File: src/hw/rtl/thpc_pkg.sv
`timescale 1ns / 1ps
`default_nettype none

package thpc_pkg;

  // Command codes carried in the input transaction
  localparam logic CMD_UPDATE = 1'b0;
  localparam logic CMD_STOP   = 1'b1;

  // Configuration register indexes
  localparam int unsigned CFG_INDEX_W = 3;
  localparam logic [CFG_INDEX_W-1:0] REG_SETPOINT      = 3'd0;
  localparam logic [CFG_INDEX_W-1:0] REG_MIN_ON_TIME   = 3'd1;
  localparam logic [CFG_INDEX_W-1:0] REG_MIN_OFF_TIME  = 3'd2;
  localparam logic [CFG_INDEX_W-1:0] REG_MAX_ON_TIME   = 3'd3;
  localparam logic [CFG_INDEX_W-1:0] REG_MIN_DOWN_TIME = 3'd4;

  localparam int unsigned CFG_DATA_W = 32;
  localparam int unsigned TIME_W     = 32;
  localparam int unsigned TEMP_W     = 16;

  typedef struct packed {
    logic                     cmd;
    logic [TIME_W-1:0]        now_ms;
    logic signed [TEMP_W-1:0] temperature;
  } in_t;

  typedef struct packed {
    logic heater_drive;
    logic heating_on;
  } out_t;

endpackage

`default_nettype wire

File: src/hw/rtl/thermostat_heater_pulse_controller.sv
`timescale 1ns / 1ps
`default_nettype none

// Bang-bang heater thermostat with minimum on/off lockout times and a pulsed
// drive pin. Each input transaction (update or stop command, millisecond time,
// signed temperature) produces exactly one output transaction carrying the pin
// level and the heating flag after that step. Throughput is one transaction
// per clock unless out_ready stalls the output; a transaction goes from the
// input register through the update logic into the output register. The
// thermostat state is written in the same cycle the result is registered, so
// consecutive transactions see each other's effect with no bubble. All
// elapsed times are 32-bit wrapping differences against stored timestamps.
// Configuration registers (setpoint, min_on_time, min_off_time, max_on_time,
// min_down_time) reset to zero; the user must write them via cfg_we/cfg_index/
// cfg_data only while idle (not enforced); an index past the last is ignored.
module thermostat_heater_pulse_controller (
  input  wire logic                                clk,
  input  wire logic                                rst,
  input  wire logic                                in_valid,
  output      logic                                in_ready,
  input  wire thpc_pkg::in_t                       in_data,
  output      logic                                out_valid,
  input  wire logic                                out_ready,
  output      thpc_pkg::out_t                      out_data,
  input  wire logic                                cfg_we,
  input  wire logic [thpc_pkg::CFG_INDEX_W-1:0]    cfg_index,
  input  wire logic [thpc_pkg::CFG_DATA_W-1:0]     cfg_data
);

  // Configuration registers
  logic signed [thpc_pkg::TEMP_W-1:0] setpoint;
  logic [thpc_pkg::TIME_W-1:0]        min_on_time;
  logic [thpc_pkg::TIME_W-1:0]        min_off_time;
  logic [thpc_pkg::TIME_W-1:0]        max_on_time;
  logic [thpc_pkg::TIME_W-1:0]        min_down_time;

  // Thermostat state
  logic                        heating;
  logic                        pulse_up;
  logic                        pin_level;
  logic [thpc_pkg::TIME_W-1:0] last_on_ms;
  logic [thpc_pkg::TIME_W-1:0] last_off_ms;
  logic [thpc_pkg::TIME_W-1:0] last_pulse_ms;

  logic                        heating_next;
  logic                        pulse_up_next;
  logic                        pin_level_next;
  logic [thpc_pkg::TIME_W-1:0] last_on_ms_next;
  logic [thpc_pkg::TIME_W-1:0] last_off_ms_next;
  logic [thpc_pkg::TIME_W-1:0] last_pulse_ms_next;

  // Input register stage
  logic          s1_valid;
  thpc_pkg::in_t s1_data;

  // Step the thermostat when a transaction sits in the input register and the
  // output register is free or being drained this cycle.
  logic advance;
  assign advance  = s1_valid && (!out_valid || out_ready);
  assign in_ready = !s1_valid || advance;

  always_ff @(posedge clk) begin
    if (rst) begin
      setpoint      <= '0;
      min_on_time   <= '0;
      min_off_time  <= '0;
      max_on_time   <= '0;
      min_down_time <= '0;
    end else if (cfg_we) begin
      case (cfg_index)
        thpc_pkg::REG_SETPOINT:      setpoint      <= cfg_data[thpc_pkg::TEMP_W-1:0];
        thpc_pkg::REG_MIN_ON_TIME:   min_on_time   <= cfg_data;
        thpc_pkg::REG_MIN_OFF_TIME:  min_off_time  <= cfg_data;
        thpc_pkg::REG_MAX_ON_TIME:   max_on_time   <= cfg_data;
        thpc_pkg::REG_MIN_DOWN_TIME: min_down_time <= cfg_data;
        default: ;  // drop writes to unused indexes
      endcase
    end
  end

  // Load the input register; hold it while the step is stalled.
  always_ff @(posedge clk) begin
    if (rst) begin
      s1_valid <= 1'b0;
    end else if (in_ready) begin
      s1_valid <= in_valid;
    end
  end

  always_ff @(posedge clk) begin
    if (in_ready && in_valid) begin
      s1_data <= in_data;
    end
  end

  // Elapsed times since the stored timestamps, modulo 2^32
  logic [thpc_pkg::TIME_W-1:0] since_on;
  logic [thpc_pkg::TIME_W-1:0] since_off;
  logic [thpc_pkg::TIME_W-1:0] since_pulse;
  logic                        locked;
  logic                        want_heat;

  assign since_on    = s1_data.now_ms - last_on_ms;
  assign since_off   = s1_data.now_ms - last_off_ms;
  assign since_pulse = s1_data.now_ms - last_pulse_ms;

  // Lockout: keep the current state until the minimum on or off time is over.
  assign locked    = heating ? (since_on < min_on_time) : (since_off < min_off_time);
  assign want_heat = s1_data.temperature < setpoint;

  always_comb begin
    heating_next       = heating;
    pulse_up_next      = pulse_up;
    pin_level_next     = pin_level;
    last_on_ms_next    = last_on_ms;
    last_off_ms_next   = last_off_ms;
    last_pulse_ms_next = last_pulse_ms;

    if (s1_data.cmd == thpc_pkg::CMD_STOP) begin
      // Stop: force the pin low and clear heating; pulse phase and lockout
      // timestamps are kept.
      pin_level_next = 1'b0;
      heating_next   = 1'b0;
    end else if (!locked) begin
      if (want_heat) begin
        if (!heating) begin
          last_on_ms_next = s1_data.now_ms;
        end
        heating_next = 1'b1;
        // Pulse the pin: drop after the up period, rise after the down period.
        if (pulse_up && (since_pulse > max_on_time)) begin
          pin_level_next     = 1'b0;
          pulse_up_next      = 1'b0;
          last_pulse_ms_next = s1_data.now_ms;
        end else if (!pulse_up && (since_pulse > min_down_time)) begin
          pin_level_next     = 1'b1;
          pulse_up_next      = 1'b1;
          last_pulse_ms_next = s1_data.now_ms;
        end
      end else begin
        if (heating) begin
          last_off_ms_next = s1_data.now_ms;
        end
        pin_level_next = 1'b0;
        heating_next   = 1'b0;
      end
    end
  end

  always_ff @(posedge clk) begin
    if (rst) begin
      heating       <= 1'b0;
      pulse_up      <= 1'b0;
      pin_level     <= 1'b0;
      last_on_ms    <= '0;
      last_off_ms   <= '0;
      last_pulse_ms <= '0;
    end else if (advance) begin
      heating       <= heating_next;
      pulse_up      <= pulse_up_next;
      pin_level     <= pin_level_next;
      last_on_ms    <= last_on_ms_next;
      last_off_ms   <= last_off_ms_next;
      last_pulse_ms <= last_pulse_ms_next;
    end
  end

  // Output register: present one result per transaction; hold it until taken.
  always_ff @(posedge clk) begin
    if (rst) begin
      out_valid <= 1'b0;
    end else if (advance) begin
      out_valid <= 1'b1;
    end else if (out_ready) begin
      out_valid <= 1'b0;
    end
  end

  always_ff @(posedge clk) begin
    if (advance) begin
      out_data.heater_drive <= pin_level_next;
      out_data.heating_on   <= heating_next;
    end
  end

endmodule

`default_nettype wire
File: config.mk
export PLATFORM = sky130hd
export DESIGN_NAME = thermostat_heater_pulse_controller
export DESIGN_NICKNAME = d
export VERILOG_FILES = /design/src/hw/rtl/thpc_pkg.sv /design/src/hw/rtl/thermostat_heater_pulse_controller.sv
export SDC_FILE = /design/constraint.sdc
export NUM_CORES = 1
export LEC_CHECK = 0
export ABC_AREA = 0
export ABC_CLOCK_PERIOD_IN_PS = 8850
export BUFFER_PORTS_ARGS = -buffer_cell sky130_fd_sc_hd__buf_2
export CORE_AREA = 3 3 235 237
export DETAILED_ROUTE_END_ITERATION = 10
export DIE_AREA = 0 0 238 240
export PLACE_DENSITY = 0.54
export SETUP_SLACK_MARGIN = 0.02
export SYNTH_ARGS = -nofsm -noshare
export SYNTH_HDL_FRONTEND = slang
export SYNTH_SLANG_ARGS = --single-unit
File: constraint.sdc
create_clock -name clk -period 8.85 [get_ports clk]
set_input_delay 0.885 -clock clk [delete_from_list [all_inputs] [get_ports clk]]
set_output_delay 0.885 -clock clk [all_outputs]
set_load 0.05 [all_outputs]
==> impl_metrics.tcl <==
set metrics [dict create \
    dieArea_mm2 0.0571 \
    synth-async-reset-ratio_pct 0 \
    core_area_mm2 0.0535 \
    worstMarginPinSlew_ps 1170 \
    yosys_warnings 0 \
    cts_sinks 296 \
    routed_wl_mm 51.0 \
    ant_nets 0 \
    layout_commonest_cell "nand2_1" \
    die_h_um 240 \
    dpl_worst_slack_ps 2510 \
    drt_iter0_markers 767 \
    first_pass_iters 5 \
    start_kind "flip-flop" \
    fin_crit_sh_pct 72.6 \
    hold_viol 0 \
    crit_required_ps 9300 \
    arrival_ps 6880 \
    routedWlPerCell_um 16.8 \
    layout_setup_ws_ps 2420 \
    slew_headroom_pct 22.1 \
    numCtsBuffers 36 \
    syn-cell-area_mm2 0.0186 \
    fin_worst_skew_ps 15.4 \
    critPathKind "reg2reg" \
    area_growth_pct 12.0 \
    ys_seq_area_share_pct 34.7 \
    placed_cells 2972 \
    hpwlAfterDp_mm 38.1 \
    insertion_delay_ps 560 \
    layout_common_cells "338 x nand2_1, 292 x a21oi_1, 257 x inv_1" \
    min_to "min_off_time[20]" \
    drc 0 \
    crit_fanout 34 \
    grt_max_degree 99 \
    r2r_cells 23 \
    diodes 0 \
    netlist_instances 2252 \
    fin_nets 2640 \
    whs_path_depth 2 \
    cts.path.max_buffers 3 \
    regToRegStartpoint "s1_data[16]" \
    hp-start "min_off_time[20]" \
    clkTransAtPathRegs_ps 60 \
    instances_no_fill 3037 \
    crit_path_end_kind "flip-flop" \
    drive_above_1_share_pct 7.73 \
    synth.net_count 2578 \
    routabilityCongestion 0.832 \
    antenna_found_initial 0 \
    synth_edf_count 51 \
    setup_viol 0 \
    peakVddDrop_mv 0.117 \
    ctsHoldBuffers 0 \
    grt_pass1_vias 15401 \
    grt_pass1_wl_mm 81.3 \
    cap_viol_max_count 0 \
    post-cts-setup-buffers 0 \
    hp-class "reg2reg" \
    dr_total_vias 15530 \
    rows 85 \
    report.final.slew_viol_count 0 \
    cts_root_buf "clkbuf_16" \
    tns_ps 0 \
    grt_setup_unrepaired "false" \
    worst-r2r-setup-slack_ps 2420 \
    synth_flop_cell "dfxtp_1" \
    cts_resized 0 \
    cts_tree "built" \
    p_leak_nw 7.72 \
    fmax_mhz 156 \
    powerDensity_mw_per_mm2 172 \
    fin_crit_ps 6430 \
    status "finished clean" \
    ios 93 \
    grt_use_total_pct 17.8 \
    synthDistinctLibCells 74 \
    timing.rr.end "pulse_up" \
    start_util_pct 34.7 \
    via_per_inst 5.11 \
    overflow 0 \
    ys_seq_elements 296 \
    port_buffers 92 \
    htree_levels 2 \
    avgSynthCellArea_um2 8.24 \
    chipWidth_um 238 \
]
==> kinds of logic (layout without fill, tap and decap cells) <==
group	Yosys count	count (layout)	share of synthesized area (%)
fa+ha+maj	237	237	16.1
xor+xnor	85	85	4.01
buf+inv	340	429	7.49
mux	66	66	3.57
compound gates	573	573	18.6
simple gates	655	655	15.5
flops	296	296	34.7
==> critical path, cell delays in order, from the launching register on <==
cell       delay (ps)
edfxtp_1          420
inv_1             130
ha_1              180
inv_1              50
fa_1              400
a21o_1            200
a21boi_1          190
o31ai_1           150
o31ai_2           380
o211ai_1          280
a2111oi_0         490
o21bai_1          130
a21oi_1           190
xnor2_1           120
ha_1              300
nand2_1            50
nor3_1            270
nand2_1           130
or3_1             380
o221a_1           230
a21oi_2           230
o211a_1           930
a21oi_1           180
a311oi_1          310
==> power breakdown <==
part	internal, mW	switching (mW)
Clock	0.888	0.605
Sequential	1.41	0.0342
Combinational	0.262	0.384
Total	2.56	1.02
==> cells in the mapped netlist, types with 6 or more instances <==
master	instances	share of area, %
nand2_1	338	6.8
a21oi_1	292	7.9
inv_1	257	5.2
dfxtp_1	245	26
ha_1	234	16
nor2_1	129	2.6
o21ai_0	66	1.8
a21o_1	64	2.6
mux2i_1	64	3.5
xnor2_1	63	3.0
clkbuf_1	62	1.3
nand3_1	55	1.5
edfxtp_1	51	8.3
nand4_1	25	0.84
nor3_1	22	0.59
xor2_1	22	1.0
o21a_1	21	0.85
o21bai_1	18	0.73
nor2b_1	17	0.57
nand2b_1	16	0.54
o21ai_1	16	0.43
a211oi_1	11	0.45
and3_1	11	0.37
o211ai_1	11	0.45
a31oi_1	10	0.34
and2_1	9	0.30
buf_2	8	0.22
o2111ai_1	6	0.28
or3_1	6	0.20
==> cell type report <==
class | instances | area, um^2
Clock inverter | 13 | 173
Tap cell | 696 | 871
Inverter | 257 | 965
Multi-Input combinational cell | 1616 | 10700
Fill cell | 5481 | 32700
Clock buffer | 52 | 1010
Timing Repair Buffer | 107 | 579
Sequential cell | 296 | 6440
==> how the worst max path moves through the flow <==
stage | cells after the start | from | endpoint
floorplan | 24 | s1_data[16] | last_off_ms[10]
global placement | 24 | s1_data[16] | last_off_ms[0]
detailed placement | 23 | s1_data[16] | pulse_up
CTS | 23 | s1_data[16] | pulse_up
global route | 20 | s1_data[17] | pulse_up
finish | 23 | s1_data[16] | pulse_up
==> sequential cells by signal, summed over array words and instances, names as in the netlist, 2 cells and up <==
name,flops
last_off_ms,32
last_on_ms,32
last_pulse_ms,32
max_on_time,32
min_down_time,32
min_off_time,32
min_on_time,32
out_data,2
s1_data,49
setpoint,16
==> metrics by stage <==
stage               instance area [um^2]  power [mW]  hold WS (ps)  util (%)
finish                             20800        3.58           453      38.8
CTS                                20800        3.64           455      38.8
global route                       20800        3.78           467      38.8
detailed placement                 19600        2.11           446      36.6
floorplan                          18600        1.92           434         -
global placement                   19600        2.10           443      36.6
==> metal layers <==
layer | vias up | wire, um | GRT usage [%]
met1 | 7309 | 22800 | 22.1
met4 | 0 | 1920 | 7.00
met5 | - | 0 | 0
met2 | 268 | 24300 | 31.3
li1 | 7870 | - | -
met3 | 83 | 1900 | 2.42
Power figures use the tool's default switching activity.
